<file path="src/hw/rtl/differential_steering_pd_macros.svh">
// Assertion macros for the differential steering PD controller.
// Used by differential_steering_pd.sv, the RTL file that carries concurrent assertions; needs no package.
`ifndef DIFFERENTIAL_STEERING_PD_MACROS_SVH
`define DIFFERENTIAL_STEERING_PD_MACROS_SVH

// The consequent must hold in the same cycle as the antecedent.
`define DSPD_ASSERT_IMP(label, ante, cons, msg) \
  label: assert property (@(posedge clk_i) disable iff (!rst_ni) (ante) |-> (cons)) \
    else $error(msg);

// The consequent must hold in the cycle after the antecedent.
`define DSPD_ASSERT_NXT(label, ante, cons, msg) \
  label: assert property (@(posedge clk_i) disable iff (!rst_ni) (ante) |=> (cons)) \
    else $error(msg);

`endif

</file>
<file path="src/hw/rtl/dspd_pkg.sv">
// Shared types and constants of the differential steering PD controller.
// Used by the shared divider, the top level and the testbench; depends on nothing.
package dspd_pkg;

  localparam int unsigned DivW   = 48;
  localparam int unsigned DvsW   = 16;
  localparam int unsigned DivCntW = 6;

  localparam logic [2:0] RegGainP   = 3'd0;
  localparam logic [2:0] RegGainD   = 3'd1;
  localparam logic [2:0] RegSumMin  = 3'd2;
  localparam logic [2:0] RegGyroOff = 3'd3;
  localparam logic [2:0] RegPeriod  = 3'd4;

  localparam logic CmdUpdate = 1'b0;
  localparam logic CmdTick   = 1'b1;

  typedef struct packed {
    logic            start;
    logic [DivW-1:0] dividend;
    logic [DvsW-1:0] divisor;
  } div_req_t;

  typedef struct packed {
    logic            busy;
    logic            done;
    logic [DivW-1:0] quotient;
  } div_rsp_t;

endpackage

</file>
<file path="src/hw/rtl/differential_steering_pd.sv">
// Differential steering PD controller with interpolated output ramp.
// Depends on dspd_pkg, dspd_div and differential_steering_pd_macros.svh.
//
// An update transfer (cmd 0) sets a new steering target from the halved
// sensor sums and the gyro rate; a tick transfer (cmd 1) returns a value on
// the ramp from the previous to the new target. Each input transfer gives
// exactly one result transfer. One item is worked on at a time. Both kinds of
// item pass through the shared 48-step divider, whose steps take most of
// their time. An update with a zero sensor total and a zero sum_minimum skips
// the divider; one whose halved sum is below sum_minimum goes straight to the
// output state with a zero result. The input is ready again in the cycle the
// result becomes valid.
// A waiting result sits in the output register while the next item is taken.
`include "differential_steering_pd_macros.svh"

module differential_steering_pd (
  input  logic        clk_i,
  input  logic        rst_ni,
  input  logic        cfg_we_i,
  input  logic [2:0]  cfg_index_i,
  input  logic [31:0] cfg_data_i,
  input  logic        in_valid_i,
  output logic        in_ready_o,
  input  logic        cmd_i,
  input  logic [15:0] left_sum_i,
  input  logic [15:0] right_sum_i,
  input  logic signed [15:0] gyro_rate_i,
  input  logic [5:0]  phase_i,
  output logic        out_valid_o,
  input  logic        out_ready_i,
  output logic signed [31:0] drive_o,
  output logic        saturated_o
);
  import dspd_pkg::*;

  typedef struct packed {
    logic signed [31:0] val;
    logic               sat;
  } sat_t;

  localparam logic signed [49:0] RailHi = 50'sd2147483647;
  localparam logic signed [49:0] RailLo = -50'sd2147483648;

  function automatic sat_t sat32(input logic signed [49:0] x);
    sat_t r;
    r.val = x[31:0];
    r.sat = 1'b0;
    if (x > RailHi) begin
      r.val = 32'sh7fffffff;
      r.sat = 1'b1;
    end else if (x < RailLo) begin
      r.val = 32'sh80000000;
      r.sat = 1'b1;
    end
    return r;
  endfunction

  localparam logic [2:0] S_IDLE = 3'd0;
  localparam logic [2:0] S_MUL1 = 3'd1;
  localparam logic [2:0] S_DST  = 3'd2;
  localparam logic [2:0] S_DIV  = 3'd3;
  localparam logic [2:0] S_MULD = 3'd4;
  localparam logic [2:0] S_FINU = 3'd5;
  localparam logic [2:0] S_FINT = 3'd6;
  localparam logic [2:0] S_OUT  = 3'd7;

  logic [2:0] state_q, state_d;

  logic signed [31:0] gain_p_q, gain_d_q;
  logic [15:0]        sum_min_q;
  logic signed [15:0] gyro_off_q;
  logic [6:0]         period_q;

  logic signed [31:0] target_old_q, target_old_d;
  logic signed [31:0] target_new_q, target_new_d;

  logic               cmd_q, cmd_d;
  logic signed [15:0] sub_q, sub_d;
  logic signed [16:0] g_q, g_d;
  logic [15:0]        add_q, add_d;
  logic [6:0]         ph1_q, ph1_d;
  logic [6:0]         per_q, per_d;
  logic signed [49:0] prod_q, prod_d;
  logic               neg_q, neg_d;
  logic signed [48:0] q_q, q_d;
  logic signed [31:0] res_drive_q, res_drive_d;
  logic               res_sat_q, res_sat_d;

  logic               out_valid_q, out_valid_d;
  logic signed [31:0] drive_q, drive_d;
  logic               sat_q, sat_d;

  logic               in_xfer, out_load;
  logic [15:0]        l_half, r_half;
  logic [6:0]         per_eff, ph_eff;
  logic signed [32:0] diff, mul_a;
  logic signed [16:0] mul_b;
  logic signed [49:0] mul_p;
  logic [49:0]        prod_mag;
  logic [48:0]        quo_ext;
  sat_t               p_term, d_term, u_sum, t_val;

  div_req_t div_req;
  div_rsp_t div_rsp;

  dspd_div u_div (
    .clk_i  (clk_i),
    .rst_ni (rst_ni),
    .req_i  (div_req),
    .rsp_o  (div_rsp)
  );

  assign in_ready_o = (state_q == S_IDLE);
  assign in_xfer    = in_valid_i && in_ready_o;
  assign out_load   = (state_q == S_OUT) && (!out_valid_q || out_ready_i);

  assign l_half  = {1'b0, left_sum_i[15:1]};
  assign r_half  = {1'b0, right_sum_i[15:1]};
  assign per_eff = (period_q == 7'd0) ? 7'd1 : period_q;
  assign ph_eff  = ({1'b0, phase_i} > (per_eff - 7'd1)) ? (per_eff - 7'd1) : {1'b0, phase_i};

  assign diff = {target_new_q[31], target_new_q} - {target_old_q[31], target_old_q};

  always_comb begin
    if (state_q == S_MULD) begin
      mul_a = {gain_d_q[31], gain_d_q};
      mul_b = g_q;
    end else if (cmd_q == CmdTick) begin
      mul_a = diff;
      mul_b = {10'd0, ph1_q};
    end else begin
      mul_a = {gain_p_q[31], gain_p_q};
      mul_b = {sub_q[15], sub_q};
    end
  end

  assign mul_p    = mul_a * mul_b;
  assign prod_mag = prod_q[49] ? 50'(-prod_q) : 50'(prod_q);
  assign quo_ext  = {1'b0, div_rsp.quotient};

  assign p_term = sat32({q_q[48], q_q});
  assign d_term = sat32(prod_q);
  assign u_sum  = sat32({{18{p_term.val[31]}}, p_term.val} + {{18{d_term.val[31]}}, d_term.val});
  assign t_val  = sat32({q_q[48], q_q} + {{18{target_old_q[31]}}, target_old_q});

  assign div_req.start    = (state_q == S_DST) && ((cmd_q == CmdTick) || (add_q != 16'd0));
  assign div_req.dividend = prod_mag[DivW-1:0];
  assign div_req.divisor  = (cmd_q == CmdTick) ? {9'd0, per_q} : add_q;

  always_comb begin
    state_d      = state_q;
    target_old_d = target_old_q;
    target_new_d = target_new_q;
    cmd_d        = cmd_q;
    sub_d        = sub_q;
    g_d          = g_q;
    add_d        = add_q;
    ph1_d        = ph1_q;
    per_d        = per_q;
    prod_d       = prod_q;
    neg_d        = neg_q;
    q_d          = q_q;
    res_drive_d  = res_drive_q;
    res_sat_d    = res_sat_q;
    unique case (state_q)
      S_IDLE: begin
        if (in_xfer) begin
          cmd_d = cmd_i;
          sub_d = l_half - r_half;
          add_d = l_half + r_half;
          g_d   = {gyro_rate_i[15], gyro_rate_i} - {gyro_off_q[15], gyro_off_q};
          ph1_d = ph_eff + 7'd1;
          per_d = per_eff;
          if (cmd_i == CmdTick) begin
            state_d = S_MUL1;
          end else begin
            target_old_d = target_new_q;
            if ((l_half + r_half) < sum_min_q) begin
              target_new_d = '0;
              res_drive_d  = '0;
              res_sat_d    = 1'b0;
              state_d      = S_OUT;
            end else begin
              state_d = S_MUL1;
            end
          end
        end
      end
      S_MUL1: begin
        prod_d  = mul_p;
        state_d = S_DST;
      end
      S_DST: begin
        neg_d = prod_q[49];
        if (div_req.start) begin
          state_d = S_DIV;
        end else begin
          q_d     = '0;
          state_d = S_MULD;
        end
      end
      S_DIV: begin
        if (div_rsp.done) begin
          q_d     = neg_q ? 49'(-quo_ext) : 49'(quo_ext);
          state_d = (cmd_q == CmdTick) ? S_FINT : S_MULD;
        end
      end
      S_MULD: begin
        prod_d  = mul_p;
        state_d = S_FINU;
      end
      S_FINU: begin
        target_new_d = u_sum.val;
        res_drive_d  = u_sum.val;
        res_sat_d    = p_term.sat | d_term.sat | u_sum.sat;
        state_d      = S_OUT;
      end
      S_FINT: begin
        res_drive_d = t_val.val;
        res_sat_d   = t_val.sat;
        state_d     = S_OUT;
      end
      S_OUT: begin
        if (out_load) begin
          state_d = S_IDLE;
        end
      end
      default: state_d = S_IDLE;
    endcase
  end

  always_comb begin
    out_valid_d = out_valid_q;
    drive_d     = drive_q;
    sat_d       = sat_q;
    if (out_load) begin
      out_valid_d = 1'b1;
      drive_d     = res_drive_q;
      sat_d       = res_sat_q;
    end else if (out_ready_i) begin
      out_valid_d = 1'b0;
    end
  end

  always_ff @(posedge clk_i or negedge rst_ni) begin
    if (!rst_ni) begin
      state_q      <= S_IDLE;
      out_valid_q  <= 1'b0;
      target_old_q <= '0;
      target_new_q <= '0;
      gain_p_q     <= 32'sd32768;
      gain_d_q     <= 32'sd655;
      sum_min_q    <= 16'd100;
      gyro_off_q   <= '0;
      period_q     <= 7'd20;
    end else begin
      state_q      <= state_d;
      out_valid_q  <= out_valid_d;
      target_old_q <= target_old_d;
      target_new_q <= target_new_d;
      if (cfg_we_i) begin
        unique case (cfg_index_i)
          RegGainP:   gain_p_q   <= cfg_data_i;
          RegGainD:   gain_d_q   <= cfg_data_i;
          RegSumMin:  sum_min_q  <= cfg_data_i[15:0];
          RegGyroOff: gyro_off_q <= cfg_data_i[15:0];
          RegPeriod:  period_q   <= cfg_data_i[6:0];
          default: ;
        endcase
      end
    end
  end

  always_ff @(posedge clk_i) begin
    cmd_q       <= cmd_d;
    sub_q       <= sub_d;
    g_q         <= g_d;
    add_q       <= add_d;
    ph1_q       <= ph1_d;
    per_q       <= per_d;
    prod_q      <= prod_d;
    neg_q       <= neg_d;
    q_q         <= q_d;
    res_drive_q <= res_drive_d;
    res_sat_q   <= res_sat_d;
    drive_q     <= drive_d;
    sat_q       <= sat_d;
  end

  assign out_valid_o = out_valid_q;
  assign drive_o     = drive_q;
  assign saturated_o = sat_q;

  `DSPD_ASSERT_IMP(a_ready_div_idle, in_ready_o, !div_rsp.busy, "input ready while divider busy")
  `DSPD_ASSERT_IMP(a_done_in_div, div_rsp.done, state_q == S_DIV, "divider done outside wait state")
  `DSPD_ASSERT_NXT(a_accept_busy, in_xfer, !in_ready_o, "input ready right after a transfer")
  `DSPD_ASSERT_NXT(a_tick_keeps_target, in_xfer && (cmd_i == CmdTick),
                   target_new_q == $past(target_new_q) && target_old_q == $past(target_old_q),
                   "tick changed the targets")

endmodule

</file>
<file path="src/hw/rtl/dspd_div.sv">
// Shared unsigned restoring divider, one quotient bit per cycle.
// Depends on dspd_pkg for the request and response types.
module dspd_div (
  input  logic              clk_i,
  input  logic              rst_ni,
  input  dspd_pkg::div_req_t req_i,
  output dspd_pkg::div_rsp_t rsp_o
);
  import dspd_pkg::*;

  logic               busy_q, busy_d;
  logic               done_q, done_d;
  logic [DivCntW-1:0] cnt_q, cnt_d;
  logic [DvsW-1:0]    rem_q, rem_d;
  logic [DivW-1:0]    quo_q, quo_d;
  logic [DvsW-1:0]    dvs_q, dvs_d;
  logic [DvsW:0]      shifted;
  logic [DvsW+1:0]    trial;
  logic               fits;

  assign shifted = {rem_q, quo_q[DivW-1]};
  assign trial   = {1'b0, shifted} - {2'b00, dvs_q};
  assign fits    = !trial[DvsW+1];

  always_comb begin
    busy_d = busy_q;
    done_d = 1'b0;
    cnt_d  = cnt_q;
    rem_d  = rem_q;
    quo_d  = quo_q;
    dvs_d  = dvs_q;
    if (req_i.start) begin
      busy_d = 1'b1;
      cnt_d  = DivCntW'(DivW);
      rem_d  = '0;
      quo_d  = req_i.dividend;
      dvs_d  = req_i.divisor;
    end else if (busy_q) begin
      rem_d = fits ? trial[DvsW-1:0] : shifted[DvsW-1:0];
      quo_d = {quo_q[DivW-2:0], fits};
      cnt_d = cnt_q - 1'b1;
      if (cnt_q == DivCntW'(1)) begin
        busy_d = 1'b0;
        done_d = 1'b1;
      end
    end
  end

  always_ff @(posedge clk_i or negedge rst_ni) begin
    if (!rst_ni) begin
      busy_q <= 1'b0;
      done_q <= 1'b0;
      cnt_q  <= '0;
    end else begin
      busy_q <= busy_d;
      done_q <= done_d;
      cnt_q  <= cnt_d;
    end
  end

  always_ff @(posedge clk_i) begin
    rem_q <= rem_d;
    quo_q <= quo_d;
    dvs_q <= dvs_d;
  end

  assign rsp_o.busy     = busy_q;
  assign rsp_o.done     = done_q;
  assign rsp_o.quotient = quo_q;

endmodule

</file>
<file path="config.mk">
export PLATFORM = sky130hd
export DESIGN_NAME = differential_steering_pd
export DESIGN_NICKNAME = d
export VERILOG_FILES = /design/src/hw/rtl/dspd_pkg.sv /design/src/hw/rtl/differential_steering_pd.sv /design/src/hw/rtl/dspd_div.sv
export VERILOG_INCLUDE_DIRS = /design/src /design/src/hw/rtl
export SDC_FILE = /design/constraint.sdc
export NUM_CORES = 2
export LEC_CHECK = 0
export BUFFER_PORTS_ARGS = -buffer_cell sky130_fd_sc_hd__buf_2
export CAP_MARGIN = 0
export CORE_MARGIN = 5
export CORE_UTILIZATION = 36
export DETAILED_ROUTE_END_ITERATION = 10
export SYNTH_ARGS = -nofsm -noshare
export SYNTH_HDL_FRONTEND = slang
export SYNTH_HIERARCHICAL = 1
export SYNTH_SLANG_ARGS = --single-unit
</file>
<file path="constraint.sdc">
create_clock -name clk_i -period 16.6 [get_ports clk_i]
set_input_delay 3.32 -clock clk_i [delete_from_list [all_inputs] [get_ports clk_i]]
set_output_delay 3.32 -clock clk_i [all_outputs]
set_load 0.05 [all_outputs]
</file>
==> flow_metrics.py <==
metrics = {
    "drt": {
        "antenna_left": 0,
        "vias_per_cell": 5.28,
        "routed_wl_mm": 148,
        "drc": 0,
        "drtIter0Drc": 2868,
        "avgRoutedWirePerCell_um": 19.8,
        "vias": 39200,
        "drt_pre_antenna_iters": 5,
    },
    "job": {
        "cap_viol_max_count": 0,
    },
    "clock_tree": {
        "cts_tree": "built",
        "ctsResizeCount": 0,
        "clk_pin_slew_ns": 0.06,
        "htree_levels": 2,
        "post_cts_buffers": 0,
        "cts_hold_buf": 0,
        "cts_buffers": 53,
        "clk_path_buf_depth": 3,
        "clk_latency_ns": 0.63,
        "clock_sinks": 488,
        "root_buffer": "clkbuf_16",
    },
    "global_routing": {
        "antenna_found_initial": 10,
        "grt_pass1_wl_mm": 230,
        "overflow": 0,
        "grt_use_total_pct": 19.8,
        "grt_max_degree": 112,
        "first_global_vias": 39400,
    },
    "timing": {
        "finClkSkew_ns": 0.0192,
        "relSlewSlack_pct": 8.75,
        "finalSetupViolCount": 0,
        "worst_slew_pin_slew_ns": 1.36,
        "setup-tns-final_ns": 0,
        "final-hold-violation-count": 0,
        "rsz0062_at_grt": "false",
        "fin_crit_sh_pct": 70.9,
        "min_period_ns": 11.77,
        "drv_slew": 0,
        "fmax_ghz": 0.0850,
    },
    "cells_and_area": {
        "final_common_cell": "inv_1",
        "num-fill-cells": 14000,
        "syn_to_final_growth_pct": 8.94,
        "final_cell_mix": "786 x inv_1, 614 x nand2_1, 568 x nor2_1, 543 x fa_1, 319 x ha_1",
        "drive_above_1_share_pct": 9.41,
        "fin_nets": 6471,
        "ff_latch_area_um2": 13600,
        "multi_input_area_um2": 33400,
    },
    "status": {
        "status": "complete, no violations",
    },
    "critical_path": {
        "cpMostUsedCell": "fa_1",
        "cp-end-kind": "flop",
        "critPathMaxStageDelay_ns": 0.88,
        "path_class": "reg -> reg",
        "cp_max_fo": 9,
        "startpoint_type": "flop",
        "cp_top_family": "compound AO/OA/AOI/OAI gates",
        "crit_arrival_ns": 12.12,
        "slowest_stage": "nor3_1",
        "crit_required_ns": 16.95,
        "timing.critical_path.buf_inv": 6,
    },
    "synth": {
        "synth_nets": 6457,
        "synth.avg_cell_area_um2": 9.24,
        "netlist_instances": 5500,
        "ys_warn_count": 6,
        "syn_area_um2": 50800,
    },
    "floorplanning": {
        "design.die.area_um2": 149000,
        "initial_core_util_pct": 36.3,
        "core_area_um2": 140000,
        "fp.dieH_um": 386,
        "pin_count": 130,
        "core.rowCount": 137,
        "die_x_um": 386,
    },
    "placement": {
        "place.gp.congestion": 0.943,
        "dpl.hpwl_mm": 117,
        "portBuffers": 127,
    },
    "hold_path": {
        "hold_class": "reg -> reg",
    },
}
## layout make-up
type | count | share of cell area, %
clock inverter | 29 | 0.694
multi-input combinational | 3991 | 60.4
inverter | 790 | 5.36
tap | 1876 | 4.24
timing repair buffer | 190 | 2.04
sequential | 488 | 24.6
antenna | 6 | 0.0271
clock buffer | 70 | 2.62
## path summary, 6_finish.rpt
kind                                 startpoint                to  slack [ns]  cells after the start
worst min register to register  res_drive_q[12]       drive_o[12]        0.42                      0
worst min-delay path            res_drive_q[12]       drive_o[12]        0.42                      0
worst max-delay path            target_old_q[1]        prod_q[49]        4.83                     35
min in group asynchronous                rst_ni      sum_min_q[9]        2.74                      1
max in group asynchronous                rst_ni  target_old_q[16]       11.83                      3
worst max register to register  target_old_q[1]        prod_q[49]        4.83                     35
## per-layer routing
layer	GRT usage, %	wire [um]
met1	28.5	67600
met2	30.3	63100
met3	4.11	12100
met4	5.29	4770
met5	0	0
## worst reg2reg max path: cells and delay by family (launching register included)
kind                       cells  cell delay [ns]
AOI/OAI and AO/OA             17             5.28
DFF                            1             0.46
xor gates and xnor gates       1             0.11
buffers and inverters          6             0.59
and+or+nand+nor                3             1.35
adders and majority gates      8             3.72
## flip-flops by register name, summed over array words and instances (netlist names), 15 cells and up
register      cells
prod_q           50
q_q              49
u_div/quo_q      48
drive_o          32
gain_d_q         32
gain_p_q         32
res_drive_q      32
target_new_q     32
target_old_q     32
g_q              17
gyro_off_q       16
sub_q            16
sum_min_q        16
u_div/dvs_q      16
u_div/rem_q      16
add_q            15
## metrics by stage
step	utilization, %	instance area, um^2	setup WS [ns]	hold WS, ns	instances
detailed placement	38.2	53500	5.23	0.405	7335
floorplan	-	50800	7.58	0.400	5500
global route	39.6	55300	4.41	0.427	7435
CTS	39.6	55300	5.14	0.418	7434
global placement	38.2	53500	5.33	0.404	7335
finish	39.6	55300	4.83	0.417	7440
Power is left out: the tool's default activity adds up to more than one toggle a clock period on the data nets, which glitch-free logic cannot reach.
